## config.mk

```make
export PLATFORM = sky130hd
export DESIGN_NAME = radix_to_ascii_digits_unit
export DESIGN_NICKNAME = d
export VERILOG_FILES = /design/src/design/r2a_pkg.sv /design/src/design/radix_to_ascii_digits_unit.sv /design/src/design/r2a_front.sv /design/src/design/r2a_back.sv
export SDC_FILE = /design/constraint.sdc
export NUM_CORES = 1
export LEC_CHECK = 0
export ABC_AREA = 1
export BUFFER_PORTS_ARGS = -buffer_cell sky130_fd_sc_hd__buf_2
export CORE_MARGIN = 4
export CORE_UTILIZATION = 60
export DETAILED_ROUTE_END_ITERATION = 7
export MAX_ROUTING_LAYER = met4
export PLACE_DENSITY = 0.78
export REMOVE_ABC_BUFFERS = 1
export SETUP_SLACK_MARGIN = 0.02
export SLEW_MARGIN = 20
export SYNTH_ARGS = -nofsm -noshare
export SYNTH_HDL_FRONTEND = slang
export SYNTH_SLANG_ARGS = --single-unit
```

## constraint.sdc

```tcl
create_clock -name clk -period 15.2 [get_ports clk]
set_input_delay 1.52 -clock clk [delete_from_list [all_inputs] [get_ports clk]]
set_output_delay 1.52 -clock clk [all_outputs]
set_load 0.01 [all_outputs]
```

## src/design/r2a_pkg.sv

```systemverilog
// Shared types, constants and helper functions for the radix-to-ASCII digit unit.
// Used by r2a_front, r2a_back and radix_to_ascii_digits_unit; depends on nothing.
package r2a_pkg;

  // Number of value bits that take part in the conversion.
  localparam int VALUE_WIDTH = 64;

  // Digit store depth and the widths that follow from it.
  localparam int DIGIT_SLOTS = 64;
  localparam int DIGIT_IDX_W = $clog2(DIGIT_SLOTS);
  localparam int COUNT_W     = $clog2(DIGIT_SLOTS + 1);
  localparam int DIGIT_W     = 4;

  // Long division by the base walks the value a chunk of bits per cycle.
  localparam int DIV_BITS   = 8;
  localparam int DIV_CHUNKS = (VALUE_WIDTH + DIV_BITS - 1) / DIV_BITS;
  localparam int PAD_W      = DIV_CHUNKS * DIV_BITS;
  localparam int CHUNK_W    = (DIV_CHUNKS > 1) ? $clog2(DIV_CHUNKS) : 1;

  // Command queue between front and back; depth is a power of two.
  localparam int QUEUE_DEPTH = 2;
  localparam int QPTR_W      = (QUEUE_DEPTH > 1) ? $clog2(QUEUE_DEPTH) : 1;

  // Field widths and base limits.
  localparam int RADIX_W   = 5;
  localparam int CHAR_W    = 7;
  localparam logic [RADIX_W-1:0] RADIX_MIN = RADIX_W'(2);
  localparam logic [RADIX_W-1:0] RADIX_MAX = RADIX_W'(16);

  // ASCII anchors for the glyph mapping.
  localparam logic [CHAR_W-1:0] CHAR_ZERO    = CHAR_W'(48);
  localparam logic [CHAR_W-1:0] CHAR_UPPER_A = CHAR_W'(65);
  localparam logic [CHAR_W-1:0] CHAR_LOWER_A = CHAR_W'(97);

  // Input word as it arrives on the port.
  typedef struct packed {
    logic [63:0]        value;
    logic [RADIX_W-1:0] radix;
    logic               lower_case;
  } in_item_t;

  // Result word: one character.
  typedef struct packed {
    logic [CHAR_W-1:0] ascii_char;
    logic              last_char;
  } out_item_t;

  // Classified command held in the queue.
  typedef struct packed {
    logic [VALUE_WIDTH-1:0] value;
    logic [RADIX_W-1:0]     base;
    logic                   lower_case;
  } cmd_t;

  // Back-end sequencer states.
  typedef enum logic [1:0] {
    BK_IDLE,
    BK_DIV,
    BK_RD,
    BK_OUT
  } back_state_t;

  // Result of one division chunk.
  typedef struct packed {
    logic [DIV_BITS-1:0] quot;
    logic [DIGIT_W-1:0]  rem;
  } div_step_t;

  // Restoring division of DIV_BITS value bits by the base, remainder carried in.
  function automatic div_step_t div_chunk(input logic [DIGIT_W-1:0]  rem_in,
                                          input logic [DIV_BITS-1:0] bits,
                                          input logic [RADIX_W-1:0]  base);
    div_step_t         res;
    logic [DIGIT_W:0]  trial;
    logic [DIGIT_W-1:0] rem;
    rem = rem_in;
    res.quot = '0;
    for (int i = DIV_BITS - 1; i >= 0; i--) begin
      trial = {rem, bits[i]};
      if (trial >= (DIGIT_W+1)'(base)) begin
        res.quot[i] = 1'b1;
        trial = trial - (DIGIT_W+1)'(base);
      end
      rem = trial[DIGIT_W-1:0];
    end
    res.rem = rem;
    return res;
  endfunction

  // ASCII code of one digit value.
  function automatic logic [CHAR_W-1:0] glyph_for(input logic [DIGIT_W-1:0] digit,
                                                  input logic lower);
    logic [CHAR_W-1:0] c;
    if (digit < DIGIT_W'(10)) begin
      c = CHAR_ZERO + CHAR_W'(digit);
    end else if (lower) begin
      c = CHAR_LOWER_A + CHAR_W'(digit - DIGIT_W'(10));
    end else begin
      c = CHAR_UPPER_A + CHAR_W'(digit - DIGIT_W'(10));
    end
    return c;
  endfunction

endpackage

```

## src/design/radix_to_ascii_digits_unit.sv

```systemverilog
// Each word passes through the queue; the back end then finds the digits one by one
// by chunked division by the base and sends each character out as a memory read,
// then a present state that holds until the receiver takes it. The back end
// converts one item at a time; the two-entry queue takes new words meanwhile.
// Synchronous active-low reset empties the queue and idles the back end.
module radix_to_ascii_digits_unit (
  input  logic               clk,
  input  logic               rst_n,
  input  logic               in_valid,
  output logic               in_ready,
  input  r2a_pkg::in_item_t  in_data,
  output logic               out_valid,
  input  logic               out_ready,
  output r2a_pkg::out_item_t out_data
);
  import r2a_pkg::*;

  logic q_valid;
  logic q_ready;
  cmd_t q_item;

  // Accept and classify.
  r2a_front u_front (
    .clk      (clk),
    .rst_n    (rst_n),
    .in_valid (in_valid),
    .in_ready (in_ready),
    .in_data  (in_data),
    .q_valid  (q_valid),
    .q_ready  (q_ready),
    .q_item   (q_item)
  );

  // Convert and emit.
  r2a_back u_back (
    .clk       (clk),
    .rst_n     (rst_n),
    .q_valid   (q_valid),
    .q_ready   (q_ready),
    .q_item    (q_item),
    .out_valid (out_valid),
    .out_ready (out_ready),
    .out_data  (out_data)
  );

endmodule

```

## src/design/r2a_front.sv

```systemverilog
// Front end of the radix-to-ASCII unit: accepts input words, clamps the base,
// masks the value and holds the commands in a short queue. Depends on r2a_pkg.
module r2a_front (
  input  logic              clk,
  input  logic              rst_n,
  input  logic              in_valid,
  output logic              in_ready,
  input  r2a_pkg::in_item_t in_data,
  output logic              q_valid,
  input  logic              q_ready,
  output r2a_pkg::cmd_t     q_item
);
  import r2a_pkg::*;

  cmd_t              q_mem_r [QUEUE_DEPTH];
  logic [QPTR_W-1:0] wr_ptr_r, wr_ptr_nxt;
  logic [QPTR_W-1:0] rd_ptr_r, rd_ptr_nxt;
  logic [QPTR_W:0]   fill_r, fill_nxt;
  cmd_t              cmd;
  logic              push, pop;

  // Clamp the base into the supported range and keep the used value bits.
  always_comb begin
    cmd.value      = in_data.value[VALUE_WIDTH-1:0];
    cmd.lower_case = in_data.lower_case;
    if (in_data.radix < RADIX_MIN) begin
      cmd.base = RADIX_MIN;
    end else if (in_data.radix > RADIX_MAX) begin
      cmd.base = RADIX_MAX;
    end else begin
      cmd.base = in_data.radix;
    end
  end

  // Queue handshakes.
  assign in_ready = (fill_r != (QPTR_W+1)'(QUEUE_DEPTH));
  assign q_valid  = (fill_r != '0);
  assign q_item   = q_mem_r[rd_ptr_r];
  assign push     = in_valid && in_ready;
  assign pop      = q_valid && q_ready;

  // Pointer and fill updates.
  always_comb begin
    wr_ptr_nxt = push ? wr_ptr_r + 1'b1 : wr_ptr_r;
    rd_ptr_nxt = pop ? rd_ptr_r + 1'b1 : rd_ptr_r;
    fill_nxt   = fill_r;
    if (push && !pop) begin
      fill_nxt = fill_r + 1'b1;
    end else if (pop && !push) begin
      fill_nxt = fill_r - 1'b1;
    end
  end

  always_ff @(posedge clk) begin
    if (!rst_n) begin
      wr_ptr_r <= '0;
      rd_ptr_r <= '0;
      fill_r   <= '0;
    end else begin
      wr_ptr_r <= wr_ptr_nxt;
      rd_ptr_r <= rd_ptr_nxt;
      fill_r   <= fill_nxt;
    end
  end

  // Queue storage needs no reset.
  always_ff @(posedge clk) begin
    if (push) begin
      q_mem_r[wr_ptr_r] <= cmd;
    end
  end

endmodule

```

## src/design/r2a_back.sv

```systemverilog
// Back end of the radix-to-ASCII unit: splits the value into digits by chunked
// long division, keeps them in a digit memory and emits them as ASCII. Uses r2a_pkg.
module r2a_back (
  input  logic               clk,
  input  logic               rst_n,
  input  logic               q_valid,
  output logic               q_ready,
  input  r2a_pkg::cmd_t      q_item,
  output logic               out_valid,
  input  logic               out_ready,
  output r2a_pkg::out_item_t out_data
);
  import r2a_pkg::*;

  back_state_t            state_r, state_nxt;
  logic [PAD_W-1:0]       val_r;
  logic [DIGIT_W-1:0]     rem_r;
  logic [CHUNK_W-1:0]     chunk_r;
  logic [COUNT_W-1:0]     cnt_r;
  logic [RADIX_W-1:0]     base_r;
  logic                   lower_r;
  logic [DIGIT_IDX_W-1:0] idx_r;
  logic [DIGIT_W-1:0]     rd_data_r;
  logic [DIGIT_W-1:0]     digit_mem [DIGIT_SLOTS];

  div_step_t              step;
  logic [PAD_W-1:0]       val_nxt;
  logic                   chunk_last;
  logic                   more_digits;
  logic                   last_out;

  // One division chunk on the top bits of the running value.
  always_comb begin
    step        = div_chunk(rem_r, val_r[PAD_W-1 -: DIV_BITS], base_r);
    val_nxt     = (val_r << DIV_BITS) | PAD_W'(step.quot);
    chunk_last  = (chunk_r == CHUNK_W'(DIV_CHUNKS - 1));
    more_digits = (val_nxt != '0) && (cnt_r != COUNT_W'(DIGIT_SLOTS - 1));
    last_out    = (idx_r == '0);
  end

  // Next state.
  always_comb begin
    state_nxt = state_r;
    case (state_r)
      BK_IDLE: begin
        if (q_valid) state_nxt = BK_DIV;
      end
      BK_DIV: begin
        if (chunk_last && !more_digits) state_nxt = BK_RD;
      end
      BK_RD: begin
        state_nxt = BK_OUT;
      end
      BK_OUT: begin
        if (out_ready) state_nxt = last_out ? BK_IDLE : BK_RD;
      end
      default: begin
        state_nxt = BK_IDLE;
      end
    endcase
  end

  // Outputs of the sequencer.
  always_comb begin
    q_ready             = 1'b0;
    out_valid           = 1'b0;
    out_data.ascii_char = glyph_for(rd_data_r, lower_r);
    out_data.last_char  = last_out;
    case (state_r)
      BK_IDLE: q_ready   = 1'b1;
      BK_OUT:  out_valid = 1'b1;
      default: begin
        q_ready   = 1'b0;
        out_valid = 1'b0;
      end
    endcase
  end

  always_ff @(posedge clk) begin
    if (!rst_n) begin
      state_r <= BK_IDLE;
    end else begin
      state_r <= state_nxt;
    end
  end

  // Division datapath and digit bookkeeping.
  always_ff @(posedge clk) begin
    if (!rst_n) begin
      val_r   <= '0;
      rem_r   <= '0;
      chunk_r <= '0;
      cnt_r   <= '0;
      idx_r   <= '0;
    end else begin
      case (state_r)
        BK_IDLE: begin
          if (q_valid) begin
            val_r   <= PAD_W'(q_item.value);
            base_r  <= q_item.base;
            lower_r <= q_item.lower_case;
            rem_r   <= '0;
            chunk_r <= '0;
            cnt_r   <= '0;
          end
        end
        BK_DIV: begin
          val_r <= val_nxt;
          if (chunk_last) begin
            rem_r   <= '0;
            chunk_r <= '0;
            cnt_r   <= cnt_r + 1'b1;
            idx_r   <= cnt_r[DIGIT_IDX_W-1:0];
          end else begin
            rem_r   <= step.rem;
            chunk_r <= chunk_r + 1'b1;
          end
        end
        BK_OUT: begin
          if (out_ready && !last_out) idx_r <= idx_r - 1'b1;
        end
        default: begin
          idx_r <= idx_r;
        end
      endcase
    end
  end

  // Digit memory: written once per finished digit, read once per character.
  always_ff @(posedge clk) begin
    if (state_r == BK_DIV && chunk_last) begin
      digit_mem[cnt_r[DIGIT_IDX_W-1:0]] <= step.rem;
    end
    if (state_r == BK_RD) begin
      rd_data_r <= digit_mem[idx_r];
    end
  end

endmodule

```

== Word level (Yosys, flattened, before mapping) ==
Memory sizes are Yosys's and may differ from the RTL's. A register that Yosys moved wholly into a read port is not among the register bits.
Index checks and enable logic that the tools add are counted.
Cells by class
  add/subtract/negate cells: 19
  $lt $le $gt $ge: 11
  equality and inequality tests: 11
  mux-type cells: 49
  bitwise logic cells: 1
  reduce and logical (&&, ||, !) cells: 24
Operator list (count)
  $pmux W64 S2: 1
  $mux W64: 1
  $or A64 B8 Y64: 1
  $reduce_bool A64 Y1: 1
  $ge A5 B5 Y1: 8
  $mux W4: 10
  $sub A4 B4 Y4: 8
  $mux W7: 4
  $mux W1: 16
  $add A7 B7 Y7 const A: 2
  $pmux W7 S2: 1
  $mux W2: 6
  $mux W6: 2
  $pmux W6 S2: 1
  $reduce_and A3 Y1: 4
  $mux W5: 2
  $logic_and A1 B1 Y1: 8
  $pmux W2 S4: 1
  $pmux W4 S2: 1
  $reduce_bool A2 Y1: 4
  $add A6 B4 Y7 const A: 1
  $add A7 B1 Y7 const B: 1
  $ne A7 B6 Y1 const B: 1
  $logic_not A6 Y1: 1
  other kinds (19): 29
Word-level totals
  bits in registers: 96
  bits in writable memories: 396
  logic and storage cells: 128
  memories: 2
Memory list
  u_back.digit_mem: depth 64, width 4, read ports 1, clocked after memory_dff 1, write ports 1, line r2a_back.sv:24  | logic [DIGIT_W-1:0] digit_mem [DIGIT_SLOTS];
  u_front.q_mem_r: depth 2, width 70, read ports 1, clocked after memory_dff 1, write ports 1, line r2a_front.sv:15  | cmd_t q_mem_r [QUEUE_DEPTH];

== Longest topological paths before layout ==
  depth in word-level cells: 23
  gate-level depth with buffers: 77

== Cells and area by module ==
A second synthesis with hierarchy kept.
Unflattened totals
  cell total of the unflattened synthesis: 2057
  area, all modules: 22545.4 um^2
Modules (own cells, without submodules)
  r2a_back: instances 1, cells an instance 1789, area an instance 16844.9 um^2, seq. area each 9709.3 um^2
  r2a_front: instances 1, cells an instance 268, area an instance 5700.5 um^2, seq. area each 4304.1 um^2

== Worst setup path after synthesis ==
Ideal clock, no wire load.
  kind: register -> register
  start: register u_back.base_r[1]
  end: memory u_back.digit_mem[0][0], data pin
  library setup time: 711 ps
  arrival: 10632 ps
  required time: 14489 ps
  setup slack: 3857 ps
  cell stages (with the launch flop): 64
  clock period less this slack: 11343 ps
  cell sequence: edfxtp_1 > inv_1 > ha_1 > nand2_1 > inv_1 > nand3_1 > nand2_1 > nor2_4 > inv_1 > nand2_1 > nand2_1 > ha_1 > nand2_1 > nand2_1 > nand2_1 > nand2_1 > nor2_2 > nand2_1 > (+28 left out) > nor2_1 > nor2_1 > nand3_1 > nand2_1 > inv_1 > ha_1 > a21oi_1 > nor2_1 > nor2_2 > or2_2 > nand2_1 > ha_1 > nand2_1 > inv_1 > nand3_1 > nand2_1 > nor2_1 > o21ai_0
RTL lines
  start: declaration: line r2a_back.sv:20  | logic [RADIX_W-1:0] base_r;
  start signal: assignment: line r2a_back.sv:100  | base_r <= q_item.base;
  end: declaration: line r2a_back.sv:24

==> run summary <==
buffer and inverter count on the worst path -> 13
total wire length after detailed routing -> 50650 µm
post-place setup slack -> 3788 ps
number of iterations in the first detailed-routing pass -> 7
clock buffer count from CTS -> 49
Setup crit end kind -> register
commonest register cell after synthesis -> sky130_fd_sc_hd__edfxtp_1
overflow left after global routing -> 0
Max transition margin -> 0.3398
classification of the worst setup path -> register to register
clock sinks -> 497
routed vias -> 15.44k
commonest cells after routing, fill and taps aside -> 406 x sky130_fd_sc_hd__edfxtp_1, 341 x sky130_fd_sc_hd__nand2_1, 315 x sky130_fd_sc_hd__nor2_1
number of antenna violations at the first check in global routing -> 5
Cell variety after synth -> 49
Critical Path Source Type -> register
Setup Fix Bufs, Post-CTS -> 0
portion of the clock cycle consumed by the worst path in the final layout -> 0.7405
latest clock arrival within the worst-skew pair -> 550 ps
number of H-tree levels -> 2
antenna viol nets, final -> 0
total global routing track utilization -> 0.2614
initial detailed-routing violation count -> 1433
gate count of the mapped netlist -> 2064
CP dominant cell by count -> sky130_fd_sc_hd__nand2_1
global-route wire length before repair -> 80390 µm
root buffer cell -> sky130_fd_sc_hd__clkbuf_16
total standard cell area after synthesis -> 0.02204 mm²
min setup slack post-route -> 3945 ps
routed len/inst -> 19.35 µm
std cell rows -> 69
sequential area share after synthesis -> 0.6357
number of synthesized flops with an enable pin -> 406
Clock Pin Slew Worst Setup and Hold Paths -> 60 ps
Sum Neg Setup Slack -> 0 ps
R2R Path End -> u_back.digit_mem[14][1]
synthesized flop and latch total -> 497
pin count of the biggest net entering global routing -> 124
setup repair after global routing missed its margin -> false
path class of the lowest-slack min-delay path -> register to register
largest stage delay on the critical path -> 690 ps
post-synthesis mux area share -> 0.01862
HPWL after DPL -> 31860 µm
number of nets in the layout -> 2247
vias per cell -> 5.900
transition time at the pin with the least slew margin -> 989.2 ps
instance count along the most critical hold path -> 1
number of instances resized during post-cts repair -> 0
die span in y -> 199.7 µm
count of pins over their slew limit -> 0
core area -> 0.03591 mm²
result of the run -> finished clean
signal arrival time at the worst endpoint -> 11570 ps
worst reg-to-reg path cell count -> 65
crit-path max FO -> 36
adder-cell area share of the yosys netlist -> 0.03678
time the final worst path needs with I/O delays and setup -> 11260 ps
TritonCTS clock tree -> yes
fraction of the mapped netlist area in compound gates -> 0.1039
fraction of final layout cells with drive strength greater than 1 -> 0.09530
highest achievable clock rate -> 0.08885 GHz
area overhead of the layout relative to synthesis -> 10.08%
area share of and/or/nand/nor cells after synthesis -> 0.1432
number of warnings printed during yosys synthesis -> 0
cell at the slowest stage of the critical path -> sky130_fd_sc_hd__edfxtp_1
final weighted congestion in routability-driven placement -> 0.9365
Post-Synth XOR/XNOR Area -> 0.007549
full die area -> 0.03987 mm²
effective utilization at floorplan -> 0.6138
delay-heaviest family, CP -> simple AND/OR/NAND/NOR gates
total I/O pin count -> 84
startpoint of the worst hold path -> u_front.rd_ptr_r
reg-to-reg setup timing slack -> 3940 ps
clock tree buffer depth -> 3
most common library cell in the layout ignoring fill and taps -> sky130_fd_sc_hd__edfxtp_1
DRC errors left -> 0
final hold violations -> 0
async set or reset register ratio after synthesis -> 0
Setup Skew -> 13.80 ps
total of buffers placed on input and output ports -> 83
final setup violation count -> 0
Max-Cap Viols -> 0
cts hold-fix bufs -> 0
number of global-route vias before repair -> 15.29k
Die Span X -> 199.7 µm
largest family of logic cells by synthesized area -> simple AND/OR/NAND/NOR gates
per-instance average area after synthesis -> 10.68 µm²
worst reg2reg path startpoint -> u_back.base_r[1]
CP Data Required Time -> 15510 ps
==> cells in the mapped netlist, types with 13 or more instances <==
| master | number | area share |
|---|---|---|
| sky130_fd_sc_hd__edfxtp_1 | 406 | 0.55 |
| sky130_fd_sc_hd__ha_1 | 52 | 0.030 |
| sky130_fd_sc_hd__clkbuf_1 | 53 | 0.0090 |
| sky130_fd_sc_hd__inv_1 | 184 | 0.031 |
| sky130_fd_sc_hd__o22ai_1 | 49 | 0.014 |
| sky130_fd_sc_hd__a21oi_1 | 39 | 0.0089 |
| sky130_fd_sc_hd__o21ai_0 | 151 | 0.034 |
| sky130_fd_sc_hd__nand3_1 | 69 | 0.016 |
| sky130_fd_sc_hd__nand2_1 | 341 | 0.058 |
| sky130_fd_sc_hd__nor2_1 | 317 | 0.054 |
| sky130_fd_sc_hd__o21ai_1 | 36 | 0.0082 |
| sky130_fd_sc_hd__nand4_1 | 13 | 0.0037 |
| sky130_fd_sc_hd__buf_2 | 25 | 0.0057 |
| sky130_fd_sc_hd__o221ai_1 | 47 | 0.019 |
| sky130_fd_sc_hd__o211ai_1 | 15 | 0.0051 |
| sky130_fd_sc_hd__dfxtp_1 | 91 | 0.083 |
| sky130_fd_sc_hd__a31oi_1 | 15 | 0.0043 |
| sky130_fd_sc_hd__mux2i_1 | 41 | 0.019 |
==> worst max path at each step <==
stage,slack (ps),cells after the start,endpoint,start
6_report,3940,65,u_back.digit_mem[14][1],u_back.base_r[1]
5_1_grt,2720,67,u_back.rem_r[0],u_back.base_r[1]
4_1_cts,3750,61,u_back.digit_mem[5][3],u_back.base_r[1]
3_5_place_dp,3790,62,u_back.digit_mem[5][3],u_back.base_r[1]
3_3_place_gp,4380,63,u_back.digit_mem[1][2],u_back.base_r[1]
2_1_floorplan,3860,63,u_back.digit_mem[0][0],u_back.base_r[1]
==> stage by stage <==
| step | instances | cell area [µm²] | hold WS, ps | util |
|---|---|---|---|---|
| after global placement | 2523 | 22710 | 426.0 | 0.6324 |
| after detailed placement | 2523 | 22710 | 439.4 | 0.6324 |
| final | 2617 | 24270 | 447.1 | 0.6757 |
| after CTS | 2612 | 24250 | 447.1 | 0.6752 |
| after floorplan | 1967 | 21580 | 425.5 | - |
| after global routing | 2617 | 24270 | 482.2 | 0.6757 |
==> cell families after synthesis <==
group / count (synthesis)
multiplexers: 41
AO/OA/AOI/OAI: 380
flip-flops: 497
AND/OR/NAND/NOR: 775
buffers and inverters: 292
adder cells (fa/ha/maj): 60
XOR/XNOR: 19
==> flip-flops by register name (all words and copies together), names as in the netlist, named ones only <==
| name | count |
|---|---|
| u_back.base_r | 5 |
| u_back.chunk_r | 3 |
| u_back.cnt_r | 7 |
| u_back.digit_mem | 256 |
| u_back.idx_r | 6 |
| u_back.lower_r | 1 |
| u_back.rd_data_r | 4 |
| u_back.rem_r | 4 |
| u_back.state_r | 2 |
| u_back.val_r | 64 |
| u_front.fill_r | 2 |
| u_front.q_mem_r | 140 |
| u_front.rd_ptr_r | 1 |
| u_front.wr_ptr_r | 1 |
==> per-layer routing <==
layer / share of wire / vias up / GRT usage
met1: 0.40 / 7337 / 0.3307
met4: 0.037 / 0 / 0.09560
met3: 0.076 / 147 / 0.04890
met2: 0.49 / 662 / 0.4260
met5: 0 / - / -
li1: - / 7295 / -
==> cell type report <==
type,instances,area (µm²)
sequential,497,14020
fill,2650,11650
multi-input combinational,1275,6877
inverter,195,734.5
timing repair buffer,95,509.2
antenna,5,12.51
clock buffer,65,1296
clock inverter,24,239.0
tap,461,576.8
Power is not shown: default switching activity piles up to over one toggle a cycle in this logic, so the estimate is an artifact.
